### config.mk
export PLATFORM = sky130hd
export DESIGN_NAME = word_split_enumerator_core
export DESIGN_NICKNAME = d
export VERILOG_FILES = /design/src/hw/rtl/wse_pkg.sv /design/src/hw/rtl/wse_datapath.sv /design/src/hw/rtl/wse_ctrl.sv /design/src/hw/rtl/word_split_enumerator_core.sv
export SDC_FILE = /design/constraint.sdc
export NUM_CORES = 1
export LEC_CHECK = 0
export BUFFER_PORTS_ARGS = -buffer_cell sky130_fd_sc_hd__buf_2
export CORE_ASPECT_RATIO = 0.5
export CORE_MARGIN = 3
export CORE_UTILIZATION = 64
export DETAILED_ROUTE_END_ITERATION = 16
export PLACE_DENSITY_LB_ADDON = 0.12
export SYNTH_ARGS = -nofsm -noshare
export SYNTH_HDL_FRONTEND = slang
export SYNTH_HIERARCHICAL = 1
export SYNTH_SLANG_ARGS = --single-unit
### constraint.sdc
create_clock -name clk -period 13.9 [get_ports clk]
set_input_delay 2.085 -clock clk [delete_from_list [all_inputs] [get_ports clk]]
set_output_delay 2.085 -clock clk [all_outputs]
set_load 0.005 [all_outputs]
### src/hw/rtl/wse_pkg.sv
// shared types and constants of the word split enumerator
// used by the datapath, the controller and the top level
`default_nettype none

package wse_pkg;

  // fixed field widths of the item ports
  localparam int LEN_W   = 4;
  localparam int IDX_W   = 6;
  localparam int PARTS_W = 3;
  localparam int END_W   = 4;

  // number of end slots in one result item
  localparam int END_SLOTS = 4;

  // parameter defaults
  localparam int DEF_MAX_LEN   = 8;
  localparam int DEF_MAX_PARTS = 4;

  // reset value of the part limit register
  localparam logic [PARTS_W-1:0] MAXP_RESET = 3'd4;

  // commands from the controller to the datapath
  typedef struct packed {
    logic cfg_wr;  // write the part limit register
    logic start;   // take a new word
    logic step;    // emit current split and advance
  } wse_cmd_t;

  // status from the datapath to the controller
  typedef struct packed {
    logic len_zero;  // offered word has length zero
    logic last;      // current split is the final one
  } wse_status_t;

endpackage

`default_nettype wire

### src/hw/rtl/wse_datapath.sv
// datapath of the word split enumerator: cut registers, advance logic,
// result register; depends on wse_pkg
`default_nettype none

module wse_datapath #(
  parameter int MAX_LEN   = wse_pkg::DEF_MAX_LEN,
  parameter int MAX_PARTS = wse_pkg::DEF_MAX_PARTS
) (
  input  wire logic                        clk,
  input  wire logic                        rst_n,
  input  wire wse_pkg::wse_cmd_t           cmd,
  output wse_pkg::wse_status_t             status,
  input  wire logic [wse_pkg::LEN_W-1:0]   in_char_count,
  input  wire logic [wse_pkg::PARTS_W-1:0] cfg_max_parts,
  output logic [wse_pkg::IDX_W-1:0]        out_split_index,
  output logic [wse_pkg::PARTS_W-1:0]      out_part_count,
  output logic [wse_pkg::END_W-1:0]        out_end_first,
  output logic [wse_pkg::END_W-1:0]        out_end_second,
  output logic [wse_pkg::END_W-1:0]        out_end_third,
  output logic [wse_pkg::END_W-1:0]        out_end_fourth,
  output logic                             out_last_split
);
  import wse_pkg::*;

  localparam int POS_W     = $clog2(MAX_LEN + 1);
  localparam int EFF_PARTS = (MAX_PARTS < END_SLOTS) ? MAX_PARTS : END_SLOTS;
  localparam int SLOT_W    = $clog2(END_SLOTS);

  // part limit register
  logic [PARTS_W-1:0] maxp_r;

  // enumeration state
  logic [POS_W-1:0]   len_r;
  logic [PARTS_W-1:0] lim_r;
  logic [PARTS_W-1:0] parts_r;
  logic [IDX_W-1:0]   cnt_r;
  logic [POS_W-1:0]   cut_r   [END_SLOTS];
  logic [POS_W-1:0]   cut_nxt [END_SLOTS];
  logic [POS_W-1:0]   cut_init[END_SLOTS];

  // result register
  logic [IDX_W-1:0]   idx_r;
  logic [PARTS_W-1:0] cnt_parts_r;
  logic [END_W-1:0]   end_r [END_SLOTS];
  logic               last_r;

  logic [POS_W-1:0]   len_sat;
  logic [PARTS_W-1:0] lim_sat;
  logic [SLOT_W-1:0]  pos;
  logic               found;
  logic               more_parts;
  logic               last;
  logic [END_W-1:0]   end_val[END_SLOTS];

  // saturate the word length and the part limit
  always_comb begin
    if (int'(in_char_count) > MAX_LEN) begin
      len_sat = POS_W'(MAX_LEN);
    end else begin
      len_sat = POS_W'(in_char_count);
    end
    if (maxp_r == '0) begin
      lim_sat = PARTS_W'(1);
    end else if (int'(maxp_r) > EFF_PARTS) begin
      lim_sat = PARTS_W'(EFF_PARTS);
    end else begin
      lim_sat = maxp_r;
    end
  end

  // find the rightmost cut that can still move right
  always_comb begin
    int ncuts;
    ncuts = int'(parts_r) - 1;
    found = 1'b0;
    pos   = '0;
    for (int j = 0; j < END_SLOTS; j++) begin
      if (j < ncuts && int'(cut_r[j]) < int'(len_r) - ncuts + j) begin
        found = 1'b1;
        pos   = SLOT_W'(j);
      end
    end
  end

  // next cut set: bump the found cut, pack the rest right after it
  always_comb begin
    for (int j = 0; j < END_SLOTS; j++) begin
      cut_init[j] = POS_W'(j + 1);
      if (j >= int'(pos)) begin
        cut_nxt[j] = POS_W'(int'(cut_r[pos]) + 1 + j - int'(pos));
      end else begin
        cut_nxt[j] = cut_r[j];
      end
    end
  end

  // next part count exists and the end-of-word decision
  assign more_parts = (int'(parts_r) + 1 <= int'(lim_r)) &&
                      (int'(parts_r) + 1 <= int'(len_r));
  assign last = (&cnt_r) || (!found && !more_parts);

  assign status.len_zero = (in_char_count == '0);
  assign status.last     = last;

  // end slot values: unused slots give the word length
  always_comb begin
    for (int j = 0; j < END_SLOTS; j++) begin
      if (j + 1 < int'(parts_r)) begin
        end_val[j] = END_W'(cut_r[j]);
      end else begin
        end_val[j] = END_W'(len_r);
      end
    end
  end

  // part limit register
  always_ff @(posedge clk) begin
    if (!rst_n) begin
      maxp_r <= MAXP_RESET;
    end else if (cmd.cfg_wr) begin
      maxp_r <= cfg_max_parts;
    end
  end

  // enumeration state update
  always_ff @(posedge clk) begin
    if (cmd.start) begin
      len_r   <= len_sat;
      lim_r   <= lim_sat;
      parts_r <= PARTS_W'(1);
      cnt_r   <= '0;
      cut_r   <= cut_init;
    end else if (cmd.step) begin
      cnt_r <= cnt_r + IDX_W'(1);
      if (found) begin
        cut_r <= cut_nxt;
      end else begin
        parts_r <= parts_r + PARTS_W'(1);
        cut_r   <= cut_init;
      end
    end
  end

  // result register
  always_ff @(posedge clk) begin
    if (cmd.step) begin
      idx_r       <= cnt_r;
      cnt_parts_r <= parts_r;
      end_r       <= end_val;
      last_r      <= last;
    end
  end

  assign out_split_index = idx_r;
  assign out_part_count  = cnt_parts_r;
  assign out_end_first   = end_r[0];
  assign out_end_second  = end_r[1];
  assign out_end_third   = end_r[2];
  assign out_end_fourth  = end_r[3];
  assign out_last_split  = last_r;

endmodule

`default_nettype wire

### src/hw/rtl/wse_ctrl.sv
// controller of the word split enumerator: state machine and output valid
// depends on wse_pkg
`default_nettype none

module wse_ctrl (
  input  wire logic                  clk,
  input  wire logic                  rst_n,
  input  wire logic                  in_valid,
  output logic                       in_stall,
  output logic                       out_valid,
  input  wire logic                  out_stall,
  input  wire logic                  cfg_valid,
  output logic                       cfg_ready,
  input  wire wse_pkg::wse_status_t  status,
  output wse_pkg::wse_cmd_t          cmd
);
  import wse_pkg::*;

  localparam logic ST_IDLE = 1'b0;
  localparam logic ST_RUN  = 1'b1;

  logic state_r, state_nxt;
  logic out_valid_r, out_valid_nxt;
  logic out_free;

  // output register can take a new item
  assign out_free = !out_valid_r || !out_stall;

  // handshake and command decode
  always_comb begin
    cmd.cfg_wr = 1'b0;
    cmd.start  = 1'b0;
    cmd.step   = 1'b0;
    in_stall   = 1'b1;
    cfg_ready  = 1'b0;
    state_nxt  = state_r;
    unique case (state_r)
      ST_IDLE: begin
        in_stall   = 1'b0;
        cfg_ready  = 1'b1;
        cmd.cfg_wr = cfg_valid;
        cmd.start  = in_valid;
        if (in_valid && !status.len_zero) begin
          state_nxt = ST_RUN;
        end
      end
      ST_RUN: begin
        cmd.step = out_free;
        if (out_free && status.last) begin
          state_nxt = ST_IDLE;
        end
      end
      default: begin
        state_nxt = ST_IDLE;
      end
    endcase
  end

  // output valid follows loads and drains
  always_comb begin
    if (cmd.step) begin
      out_valid_nxt = 1'b1;
    end else if (out_stall) begin
      out_valid_nxt = out_valid_r;
    end else begin
      out_valid_nxt = 1'b0;
    end
  end

  always_ff @(posedge clk) begin
    if (!rst_n) begin
      state_r     <= ST_IDLE;
      out_valid_r <= 1'b0;
    end else begin
      state_r     <= state_nxt;
      out_valid_r <= out_valid_nxt;
    end
  end

  assign out_valid = out_valid_r;

endmodule

`default_nettype wire

### src/hw/rtl/word_split_enumerator_core.sv
// top level of the word split enumerator: controller plus datapath
// depends on wse_pkg, wse_ctrl, wse_datapath
//
//   channel  | direction | handshake          | payload
//   ---------+-----------+--------------------+------------------------------------
//   in_      | input     | in_valid/in_stall  | char_count
//   out_     | output    | out_valid/out_stall| split_index, part_count, end_*, last
//   cfg_     | input     | cfg_valid/cfg_ready| max_parts
//
// a word is taken while idle, then its splits come out one split per cycle
// from the result register unless out_stall holds a valid item, up to 64 splits
// a word of length zero gives no item
// out_stall with a valid item holds the result register and pauses the enumeration
// rst_n is synchronous; the part limit resets to four
`default_nettype none

module word_split_enumerator_core #(
  parameter int MAX_LEN   = wse_pkg::DEF_MAX_LEN,
  parameter int MAX_PARTS = wse_pkg::DEF_MAX_PARTS
) (
  input  wire logic                        clk,
  input  wire logic                        rst_n,
  input  wire logic                        in_valid,
  output logic                             in_stall,
  input  wire logic [wse_pkg::LEN_W-1:0]   in_char_count,
  output logic                             out_valid,
  input  wire logic                        out_stall,
  output logic [wse_pkg::IDX_W-1:0]        out_split_index,
  output logic [wse_pkg::PARTS_W-1:0]      out_part_count,
  output logic [wse_pkg::END_W-1:0]        out_end_first,
  output logic [wse_pkg::END_W-1:0]        out_end_second,
  output logic [wse_pkg::END_W-1:0]        out_end_third,
  output logic [wse_pkg::END_W-1:0]        out_end_fourth,
  output logic                             out_last_split,
  input  wire logic                        cfg_valid,
  output logic                             cfg_ready,
  input  wire logic [wse_pkg::PARTS_W-1:0] cfg_max_parts
);
  import wse_pkg::*;

  wse_cmd_t    cmd;
  wse_status_t status;

  // sequencing and handshakes
  wse_ctrl u_ctrl (
    .clk       (clk),
    .rst_n     (rst_n),
    .in_valid  (in_valid),
    .in_stall  (in_stall),
    .out_valid (out_valid),
    .out_stall (out_stall),
    .cfg_valid (cfg_valid),
    .cfg_ready (cfg_ready),
    .status    (status),
    .cmd       (cmd)
  );

  // cut enumeration and result register
  wse_datapath #(
    .MAX_LEN   (MAX_LEN),
    .MAX_PARTS (MAX_PARTS)
  ) u_dp (
    .clk             (clk),
    .rst_n           (rst_n),
    .cmd             (cmd),
    .status          (status),
    .in_char_count   (in_char_count),
    .cfg_max_parts   (cfg_max_parts),
    .out_split_index (out_split_index),
    .out_part_count  (out_part_count),
    .out_end_first   (out_end_first),
    .out_end_second  (out_end_second),
    .out_end_third   (out_end_third),
    .out_end_fourth  (out_end_fourth),
    .out_last_split  (out_last_split)
  );

endmodule

`default_nettype wire

# Yosys cells after proc, flatten, opt, wreduce, memory -nomap -nowiden
# Cells that the tools add are included.
# Widths: inputs -> output; s select.
[classes]
bitwise_logic = 3
n_shift = 0
n_div = 0
n_mux = 28
add_sub_neg = 16
n_eq_ne = 4
reduce_logical = 23
magnitude_cmp = 20
mul = 0
[ops]
columns = ["operator", "count"]
rows = [
  ["$lt 5x32->1", 4],
  ["$add 32x3->32 const B", 2],
  ["$lt 3x32->1 const A", 2],
  ["$mux 4", 9],
  ["$add 32x2->32 const B", 1],
  ["$le 32x4->1", 1],
  ["$le 32x5->1", 1],
  ["$lt 1x32->1 const A", 1],
  ["$lt 2x32->1 const A", 1],
  ["$sub 5x32->32", 1],
  ["$mux 16", 1],
  ["$mux 1", 12],
  ["$sub 4x3->4", 3],
  ["$add 4x3->4 const B", 2],
  ["$bmux 4 s2", 1],
  ["$logic_and 1x1->1", 8],
  ["$reduce_and 2->1", 4],
  ["$add 6x1->6 const B", 1],
  ["$lt 2x3->1 const A", 2],
  ["$mux 2", 3],
  ["$ne 2x2->1 const B", 3],
  ["$reduce_and 6->1", 1],
  ["$logic_not 1->1", 5],
  ["$add 3x1->4 const B", 1],
  ["21 further kinds", 24],
]
[word_totals]
ram_bits = 0
memories = 0
latchBits = 0
register_bits = 63
output_inout_bits = 29
elab_cells = 113
mem_bits_ro = 0

# Logic depth before layout (Yosys ltp)
[logic_depth]
word_depth = 17
mapped_depth = 30
ltp_nobuf = 27

# By module
# Netlist, hierarchy kept.
[modules_own_cells]
columns = ["module", "instances", "area_per_inst_um2", "cells_each"]
rows = [
  ["wse_datapath", 1, 4098.9, 407],
  ["wse_ctrl", 1, 110.1, 12],
]

# Least setup slack after synthesis
# OpenSTA, ideal clock, no wires.
[synth_timing]
path_type = "register to register"
startpoint = "reg u_dp.parts_r[0]"
endpoint = "reg u_dp/cut_r[11] (netlist bit)"
required_time_ns = 13.821
arrival_time_ns = 5.983
setup_ns = 0.079
path_stages_with_launch = 28
slack_ns = 7.838
n_path_buf = 2
path_cell_list = "dfxtp_1 > inv_1 > ha_1 > xor2_1 > ha_1 > nor2_1 > xor2_1 > ha_1 > xor2_1 > ha_1 > nor2_1 > a21oi_1 > nor4b_1 > a31oi_1 > or3b_1 > buf_2 > and2_4 > buf_6 > a221o_1 > inv_1 > ha_1 > inv_1 > ha_1 > inv_1 > ha_1 > fa_1 > or4b_2 > o211ai_1"
[synth_between]
elab_chain_cells = 17
word_cells_on_any_way = 36
[synth_lines]
columns = ["element", "line", "rtl"]
rows = [
  ["start, declared", "wse_datapath.sv:35", "logic [PARTS_W-1:0] parts_r;"],
  ["start signal, assigned", "wse_datapath.sv:138", "parts_r <= parts_r + PARTS_W'(1);"],
  ["$sub 3x1->4 (*)", "wse_datapath.sv:74", "ncuts = int'(parts_r) - 1;"],
  ["$sub 5x32->32", "wse_datapath.sv:78", "if (j < ncuts && int'(cut_r[j]) < int'(len_r) - ncuts + j) begin"],
  ["$add 32x2->32", "wse_datapath.sv:78", ""],
  ["$lt 5x32->1", "wse_datapath.sv:78", ""],
  ["$logic_and 1x1->1", "wse_datapath.sv:78", ""],
  ["$mux 1", "wse_datapath.sv:78", ""],
  ["$mux 2 (2 in series)", "wse_datapath.sv:78", ""],
  ["$not 2->3 (not written as such)", "wse_datapath.sv:90", "cut_nxt[j] = POS_W'(int'(cut_r[pos]) + 1 + j - int'(pos));"],
  ["$bmux 4 s2", "wse_datapath.sv:90", ""],
  ["$mux 4 (not written as such) (2 in series)", "wse_datapath.sv:90", ""],
  ["$add 4x1->4", "wse_datapath.sv:90", ""],
  ["$add 4x2->4", "wse_datapath.sv:90", ""],
  ["$sub 4x3->4", "wse_datapath.sv:90", ""],
  ["$mux 4", "wse_datapath.sv:89", "if (j >= int'(pos)) begin"],
  ["$mux 16", "wse_datapath.sv:135", "if (found) begin"],
  ["end signal, assigned", "wse_datapath.sv:132", "cut_r <= cut_init;"],
  ["end signal, assigned", "wse_datapath.sv:136", "cut_r <= cut_nxt;"],
  ["end signal, assigned", "wse_datapath.sv:139", "cut_r <= cut_init;"],
  ["end, declared", "wse_datapath.sv:37", "logic [POS_W-1:0] cut_r [END_SLOTS];"],
]
# Every way passes the cells marked *; elsewhere a longest branch is shown, timed or not. The select of a mux whose other input is x is not followed.
# A chain may end at the register's enable or synchronous reset.

# Worst setup path after layout
# Ends and elaborated chain as after synthesis.

==> flow_summary.json <==
{
  "drt_first_iter_violations": 382,
  "synth_top_area_share_pct": 23.5,
  "fill_cells": 444,
  "ys_ff_latch": 63,
  "antenna_found_initial": 0,
  "start_util_pct": 67.8,
  "cp.required_ps": 14160,
  "synth_nets": 479,
  "yosys.area.top_type": "edfxtp_1",
  "finalNetCount": 517,
  "area_growth_pct": 13.5,
  "max_slew_margin_pct": 40.3,
  "cts_setup_buffers": 0,
  "ys.flop_type": "edfxtp_1",
  "cts_tree": "yes",
  "syn_area_mm2": 0.00421,
  "max_stage_delay_ps": 600,
  "crit_arrival_ps": 7220,
  "critical_path_class": "reg2reg",
  "min_path_type": "reg2reg",
  "final-max-slew-violation-count": 0,
  "first_global_vias": 3413,
  "gr-total-overflow": 0,
  "wirelength_mm": 10.2,
  "finClkSkew_ps": 6.76,
  "cts_resized": 0,
  "clock_latency_ps": 330,
  "grt_first_pass_wirelength_mm": 16.6,
  "seq_area_mm2": 0.00159,
  "crit_buf_inv": 4,
  "cpMaxStageDelayCell": "or4b_2",
  "clk_path_buf_depth": 2,
  "fin_crit_sh_pct": 50.1,
  "cp-startpoint": "u_dp/parts_r[0]",
  "crit_family": "adder cells",
  "tightest_slew_ps": 894,
  "hpwl_mm": 7.53,
  "worst-path-max-fanout": 12,
  "final-setup-viol-count": 0,
  "min_from": "u_dp/cnt_r[5]",
  "synthArstFlopShare_pct": 0,
  "r2r_start": "u_dp/parts_r[0]",
  "ys_seq_area_share_pct": 37.8,
  "postCtsHoldBufs": 0,
  "cts.sinks": 63,
  "std_cell_rows": 20,
  "start_kind": "flip-flop",
  "clkTransAtPathRegs_ps": 60,
  "drcViolationCount": 0,
  "fmax_mhz": 144,
  "dieArea_mm2": 0.00764,
  "maxCapViolCount": 0,
  "ys_top_cells_by_count": "ha_1 (45), nor2_1 (37), inv_1 (34)",
  "rsz0062_at_grt": "false",
  "ant_nets": 0,
  "cts_buffers": 9,
  "status": "finished clean",
  "fin_ws_ps": 6930,
  "netlist_instances": 419,
  "totalNegativeSetupSlack_ps": 0,
  "core_area_mm2": 0.00621,
  "wire_per_inst_um": 18.6,
  "drive_gt1_share_pct": 19.5,
  "yosys_warnings": 6,
  "place.port_buffers": 40,
  "vias": 3370,
  "synth_edf_count": 33,
  "multi_input_comb_area_mm2": 0.00241,
  "num_io_pins": 41,
  "cts_max_level": 3,
  "path_common_cell": "ha_1",
  "finalCoreUtilization_pct": 77.0,
  "dp_slack_ps": 7070,
  "via_per_inst": 6.13,
  "place.gp.congestion": 0.937,
  "yosysMostFrequentCell": "ha_1",
  "root_buffer": "clkbuf_16",
  "diodes": 0,
  "die_y_um": 63.3,
  "endpoint_kind": "flip-flop",
  "avgSynthCellArea_um2": 10.0,
  "grt_max_degree": 40,
  "first_pass_iters": 6,
  "synthTopCellsByArea": "edfxtp_1 (24%), dfxtp_1 (14%), ha_1 (13%), nor2_1 (3.3%), inv_1 (3.0%)",
  "chipWidth_um": 121,
  "finalCriticalPeriod_ps": 6970,
  "grt_use_total_pct": 28.3,
  "synth_cell_type_count": 69,
  "finalHoldViolCount": 0
}
[cells by family (layout without fill, tap and decap cells)]
logic type / after synthesis / in the layout / synth area share (%)
DFF: 63 / 63 / 37.8
xor gates and xnor gates: 26 / 26 / 5.95
and+or+nand+nor: 128 / 128 / 16.9
buffers and inverters: 48 / 91 / 5.11
adders and majority gates: 49 / 49 / 15.1
muxes: 20 / 20 / 5.02
AOI/OAI and AO/OA: 85 / 85 / 14.2
[placed cells by master (no fill, tap or decap), types with 11 or more instances in the layout]
cell type	synthesis	layout
a21oi_1	18	18
buf_2	1	40
dfxtp_1	30	30
edfxtp_1	33	33
ha_1	45	45
inv_1	34	34
mux2i_1	11	11
nand2_1	28	28
nor2_1	37	36
o21ai_0	21	21
xnor2_1	14	14
[stage by stage]
stage | cell area (µm²) | hold slack (ps) | std cells
floorplan | 4210 | 440 | 419
global placement | 4450 | 457 | 534
detailed placement | 4450 | 476 | 534
CTS | 4780 | 495 | 550
global route | 4780 | 526 | 550
finish | 4780 | 492 | 550
[final cells by class]
| class | instances | share of cell area (%) |
|---|---|---|
| Tap cell | 88 | 2.30 |
| Multi-Input combinational cell | 308 | 50.4 |
| Clock inverter | 6 | 1.91 |
| Timing Repair Buffer | 41 | 4.35 |
| Sequential cell | 63 | 33.3 |
| Clock buffer | 10 | 5.00 |
| Inverter | 34 | 2.67 |
[metal layers]
layer  track usage, %  wire, µm
met5                0         0
met4             10.0       250
met3             7.80       980
met2             47.0      4680
met1             35.6      4310
[final timing paths]
check / endpoint / slack, ps / depth (start not counted)
hold / removal: u_dp/out_split_index[5] / 490 / 0
hold reg to reg: u_dp/out_split_index[5] / 490 / 0
setup / recovery: u_dp/cut_r[11] / 6930 / 25
setup reg to reg: u_dp/cut_r[11] / 6930 / 25
[registers in the layout, indices dropped and copies added, names as in the netlist]
register              count
u_ctrl/out_valid          1
u_ctrl/state_r            1
u_dp/cnt_r                6
u_dp/cut_r               16
u_dp/len_r                4
u_dp/lim_r                3
u_dp/maxp_r               3
u_dp/out_end_first        4
u_dp/out_end_fourth       4
u_dp/out_end_second       4
u_dp/out_end_third        4
u_dp/out_last_split       1
u_dp/out_part_count       3
u_dp/out_split_index      6
u_dp/parts_r              3
Power is left out: the tool's default activity adds up to more than one toggle a clock period on the data nets, which glitch-free logic cannot reach.
